--- src/hdl/lzwc_pkg.sv ---
package lzwc_pkg;

    localparam int DICT_ENTRIES     = 4096;
    localparam int MAX_OUTPUT_BYTES = 65536;
    localparam int DICT_AW          = $clog2(DICT_ENTRIES);

    localparam int CODE_W = 12;
    localparam int BYTE_W = 8;
    localparam int OFS_W  = 16;
    localparam int LEN_W  = 13;
    localparam int POS_W  = 17;
    localparam int KIND_W = 2;
    localparam int NC_W   = 13;

    localparam logic [NC_W-1:0]   FIRST_FREE_CODE = NC_W'(256);
    localparam logic [NC_W-1:0]   DICT_END        = NC_W'(DICT_ENTRIES);
    localparam logic [CODE_W-1:0] LIT_CODES       = CODE_W'(256);
    localparam logic [LEN_W-1:0]  LEN_MAX         = {LEN_W{1'b1}};
    localparam logic [POS_W-1:0]  LIMIT_MAX       = POS_W'(MAX_OUTPUT_BYTES);

    localparam logic [KIND_W-1:0] KIND_LITERAL = 2'd0;
    localparam logic [KIND_W-1:0] KIND_COPY    = 2'd1;
    localparam logic [KIND_W-1:0] KIND_INVALID = 2'd2;
    localparam logic [KIND_W-1:0] KIND_IGNORED = 2'd3;

    typedef struct packed {
        logic [CODE_W-1:0] code;
        logic              first;
        logic              is_lit;
    } item_t;

    typedef struct packed {
        logic [OFS_W-1:0] ofs;
        logic [LEN_W-1:0] len;
    } entry_t;

    function automatic logic [LEN_W-1:0] sat_inc(input logic [LEN_W-1:0] v);
        return (v == LEN_MAX) ? LEN_MAX : v + LEN_W'(1);
    endfunction

    function automatic logic [POS_W-1:0] clip_limit(input logic [POS_W-1:0] v);
        return (v > LIMIT_MAX) ? LIMIT_MAX : v;
    endfunction

endpackage

--- src/hdl/lzwc_front.sv ---
module lzwc_front import lzwc_pkg::*; (
    input  logic              aclk,
    input  logic              aresetn,
    input  logic              s_valid,
    output logic              s_ready,
    input  logic [CODE_W-1:0] s_code,
    input  logic              s_first,
    output logic              q_valid,
    input  logic              q_ready,
    output item_t             q_item
);

    item_t       fifo_reg [2];
    logic        wr_ptr_reg, wr_ptr_next;
    logic        rd_ptr_reg, rd_ptr_next;
    logic [1:0]  count_reg, count_next;
    logic        push, pop;
    item_t       in_item;

    assign s_ready = (count_reg != 2'd2);
    assign q_valid = (count_reg != 2'd0);
    assign q_item  = fifo_reg[rd_ptr_reg];
    assign push    = s_valid && s_ready;
    assign pop     = q_valid && q_ready;

    always_comb begin
        in_item.code   = s_code;
        in_item.first  = s_first;
        in_item.is_lit = (s_code < LIT_CODES);
        wr_ptr_next    = push ? !wr_ptr_reg : wr_ptr_reg;
        rd_ptr_next    = pop ? !rd_ptr_reg : rd_ptr_reg;
        count_next     = count_reg + {1'b0, push} - {1'b0, pop};
    end

    always_ff @(posedge aclk) begin
        if (push) begin
            fifo_reg[wr_ptr_reg] <= in_item;
        end
    end

    always_ff @(posedge aclk) begin
        if (!aresetn) begin
            wr_ptr_reg <= 1'b0;
            rd_ptr_reg <= 1'b0;
            count_reg  <= 2'd0;
        end else begin
            wr_ptr_reg <= wr_ptr_next;
            rd_ptr_reg <= rd_ptr_next;
            count_reg  <= count_next;
        end
    end

endmodule

--- config.mk ---
export PLATFORM = sky130hd
export DESIGN_NAME = lzwc_front
export DESIGN_NICKNAME = d
export VERILOG_FILES = /design/src/hdl/lzwc_pkg.sv /design/src/hdl/lzwc_front.sv
export SDC_FILE = /design/constraint.sdc
export NUM_CORES = 1
export LEC_CHECK = 0
export BUFFER_PORTS_ARGS = -buffer_cell sky130_fd_sc_hd__buf_2
export CORE_MARGIN = 2
export CORE_UTILIZATION = 50
export CTS_BUF_LIST = sky130_fd_sc_hd__clkbuf_16
export CTS_CLUSTER_SIZE = 20
export DETAILED_ROUTE_END_ITERATION = 10
export GPL_ROUTABILITY_DRIVEN = 0
export PLACE_DENSITY = 0.76
export SETUP_SLACK_MARGIN = 0.05
export SYNTH_ARGS = -nofsm -noshare
export SYNTH_HDL_FRONTEND = slang
export SYNTH_SLANG_ARGS = --single-unit
--- constraint.sdc ---
create_clock -name aclk -period 1.9 [get_ports aclk]
set_input_delay 0.095 -clock aclk [delete_from_list [all_inputs] [get_ports aclk]]
set_output_delay 0.095 -clock aclk [all_outputs]
set_load 0.01 [all_outputs]
==> metrics list <==
- Outcome: finished clean
* Gr ovfl total: 0
- Asr flop ratio synth: 0
- Die outline area: 2920 um^2
- Of the post-synthesis cell area, the dominant cell type holds 0.672.
- Wires add up to 1850 um.
* Post-detail-place hpwl: 1250 um
- Category of the most critical setup path: register to register
- In this run, synthesis inferred 28 flip-flops with an integrated enable.
* Min-delay worst type: primary input to register
* Count of endpoints failing setup in the final report: 0
- Number of nets in the finished design: 128
- The area growth from synthesis to layout is 27.6%.
* Setup Skew: 0.00822 ns
- Post-cts sizing count: 0
- The H-tree was split into 2 levels.
- Of all nets on the critical path, the largest fanout is 4.
- For this run, the total global-route usage over all layers was measured as 0.143.
- The worst register-to-register path begins at count_reg[0].
- First drt pass iteration count: 4
- Max-slew violation total from the final report: 0
- Buffers placed on the I/O ports in this run total 32.
- Setup repair after global routing left no endpoint under its margin.
* Synth Cell Area: 1250 um^2
- Vias per cell: 4.96
- Commonest cells in the netlist: sky130_fd_sc_hd__edfxtp_1 (28), sky130_fd_sc_hd__mux2_2 (14), sky130_fd_sc_hd__dfxtp_1 (5)
- Library cell with the largest summed area after synthesis: sky130_fd_sc_hd__edfxtp_1
- In this run the most critical hold path is launched from s_code[7].
- In this run the count of I/O pins placed on the die edge is 33.
- End of the worst register-to-register path: count_reg[1]
- After technology mapping, the gate count stands at 68.
- In the finished design, the share of the clock period the worst path needs comes to 0.865.
* Horizontal die dimension: 54.0 um
* Worst reg-to-reg setup slack: 0.26 ns
- Mapped Avg Cell Area: 18.4 um^2
- The number of setup buffers added after CTS is 0.
* Insertion delay to the later sink of the worst-skew pair: 0.27 ns
* CTS Sinks: 33
- Total number of placement rows: 18
- Setup slack of the critical path after layout: 0.257 ns
* Delay contributed by the slowest stage of the critical path: 0.36 ns
* Vertical extent of the die: 54.0 um
- Hold Vio Cnt, Final: 0
- The worst hold path terminates at fifo_reg[0][9].
- Among all stages on the critical path, the largest delay is contributed by sky130_fd_sc_hd__dfxtp_1.
- Number of nets with antenna violations after routing: 0
- Maximum count of clock buffers along a single path: 2
- In this run the tightest slew margin relative to its limit is 0.736.
- Standby leakage power: 0.638 nW
- The number of antenna diodes in the final layout is 0.
* Peak supply drop: 924 uV
- STA puts the critical path data arrival time at 1.81 ns.
- Via count of the first global-routing pass: 648
- Via count: 695
- After synthesis, the netlist uses 17 different library cells.
- Entering global routing, the biggest net connects 15 pins.
- After detailed routing, the average wire length per cell comes to 13.2 um.
- Along the worst hold path, the cell count comes to 1.
* Detailed router's first-iteration violation count: 9
- TritonCTS built the clock tree.
- During synthesis, Yosys emitted a total of 0 warnings.
- Post-CTS Hold Fix Bufs: 0
- Antenna violations before repair: 0
* Non-Filler Instances: 140
- Commonest register cell after synthesis: sky130_fd_sc_hd__edfxtp_1
- Worst slew pin tran: 0.392 ns
* FMAX: 609 MHz
* Fraction of final layout cells sized beyond drive strength 1: 0.509
* Number of synthesized register bits: 33
* WP data required: 2.06 ns
- Setup TNS: 0 ns
- Number of flip-flops under the largest register name: 28
- When the netlist entered floorplanning its net count stood at 87.
- Number of maximum-capacitance constraint violations: 0
- Yosys instantiated no cell more often than sky130_fd_sc_hd__edfxtp_1.
- Walking the worst path, the cells encountered are nand2b_1, nand2_1, ha_1, inv_1, ha_1, xnor2_1, xnor2_1, and2_1.
* Clock Pin Slew Worst Setup and Hold Paths: 0.04 ns
- Category of the worst setup path capture point: register
* Floorplan Core Area: 2430 um^2
* First-pass GRT wire length: 2620 um
* Clock buffers created by TritonCTS: 5
- For this run, the share of the core covered by cells in the final layout is 0.656.
* Filler Cell Count: 181
- Placement-stage worst setup slack: 0.252 ns
- Of the synthesized area, sequential elements account for 0.752.
- The cell sitting at the root of the clock tree is a sky130_fd_sc_hd__clkbuf_16.
- By area the synthesized netlist is led by sky130_fd_sc_hd__edfxtp_1 (67%), sky130_fd_sc_hd__mux2_2 (13%), sky130_fd_sc_hd__dfxtp_1 (8.0%), sky130_fd_sc_hd__xnor2_1 (2.1%), sky130_fd_sc_hd__ha_1 (2.0%).
- Worst reg-to-reg path cell count: 8
- On the final layout, the worst hold slack is 0.0151 ns.
* Kind of start point of the critical path: register
- The smallest clock period supported by the final layout is computed as 1.64 ns.
- PD cells: 1390 nW/um^2
- Residual DRC count: 0
- Once placement completed, the tool counted placed cells totaling 132.
- Initial core utilization: 0.514
[power breakdown]
part / switching (mW) / leakage [nW] / internal [mW]
clock network: 0.247 / 0.0738 / 0.468
logic: 0.254 / 0.260 / 0.280
registers: 0.0533 / 0.304 / 0.919
total: 0.554 / 0.638 / 1.67
[how the worst max path moves through the flow]
stage	endpoint	slack [ns]	start	cells past startpoint
2_1_floorplan	fifo_reg[0][0]	0.25	count_reg[0]	3
3_5_place_dp	count_reg[1]	0.25	count_reg[0]	8
3_3_place_gp	count_reg[1]	0.34	count_reg[0]	8
5_1_grt	count_reg[1]	0.16	count_reg[0]	8
6_report	count_reg[1]	0.26	count_reg[0]	8
4_1_cts	count_reg[1]	0.24	count_reg[0]	8
[final cells by class]
class                   count  area (um^2)  area share
inverters                   1         3.75     0.00235
repair buffers             35          183       0.114
multi-input cells          33          295       0.185
clock inverters             3         11.3     0.00705
clock buffers               5          125      0.0784
well taps                  30         37.5      0.0235
flip-flops and latches     33          941       0.589
[logic make-up (layout without fill, tap and decap cells)]
family | count (synthesis) | count (layout) | synth area share
flip-flops | 33 | 33 | 0.752
multiplexers | 15 | 15 | 0.134
AND/OR/NAND/NOR | 12 | 12 | 0.0540
XOR/XNOR | 3 | 3 | 0.0210
adder cells (fa/ha/maj) | 2 | 2 | 0.0200
buffers and inverters | 2 | 44 | 0.0120
AO/OA/AOI/OAI | 1 | 1 | 0.00700
[placed cells by master (no fill, tap or decap)]
cell type / Yosys / routed
sky130_fd_sc_hd__nand2_1: 2 / 2
sky130_fd_sc_hd__ha_1: 2 / 2
sky130_fd_sc_hd__inv_1: 1 / 3
sky130_fd_sc_hd__mux2i_1: 1 / 1
sky130_fd_sc_hd__and3_1: 1 / 1
sky130_fd_sc_hd__o21a_2: 1 / 1
sky130_fd_sc_hd__and2_1: 2 / 2
sky130_fd_sc_hd__mux2_2: 14 / 14
sky130_fd_sc_hd__or2_2: 1 / 1
sky130_fd_sc_hd__buf_4: 0 / 3
sky130_fd_sc_hd__dfxtp_1: 5 / 5
sky130_fd_sc_hd__clkbuf_16: 0 / 5
sky130_fd_sc_hd__nor2_1: 1 / 1
sky130_fd_sc_hd__nand2b_1: 2 / 2
sky130_fd_sc_hd__nor4_1: 1 / 1
sky130_fd_sc_hd__edfxtp_1: 28 / 28
sky130_fd_sc_hd__nor2b_1: 2 / 2
sky130_fd_sc_hd__buf_2: 0 / 32
sky130_fd_sc_hd__clkinv_1: 0 / 1
sky130_fd_sc_hd__xnor2_1: 3 / 3
[metrics by stage]
stage / cell area (um^2) / total power [mW]
after floorplan: 1250 / 1.34
after global placement: 1460 / 1.51
after detailed placement: 1460 / 1.53
after CTS: 1600 / 2.26
after global routing: 1600 / 2.34
final: 1600 / 2.22
[worst max-delay path, delay by kind of cell, from the launching register on]
family                   cells  cell delay, ns
XOR/XNOR                     2            0.25
adder cells (fa/ha/maj)      2            0.47
buffers and inverters        1            0.04
flip-flops                   1            0.36
AND/OR/NAND/NOR              3            0.43
[per-layer routing]
layer	vias to the layer above	track usage	wire [um]
li1	338	-	-
met1	327	0.133	745
met2	24	0.234	918
met3	6	0.0500	147
met4	0	0.150	39
met5	-	0	0
Note: power is estimated with default switching activity, not from simulation.
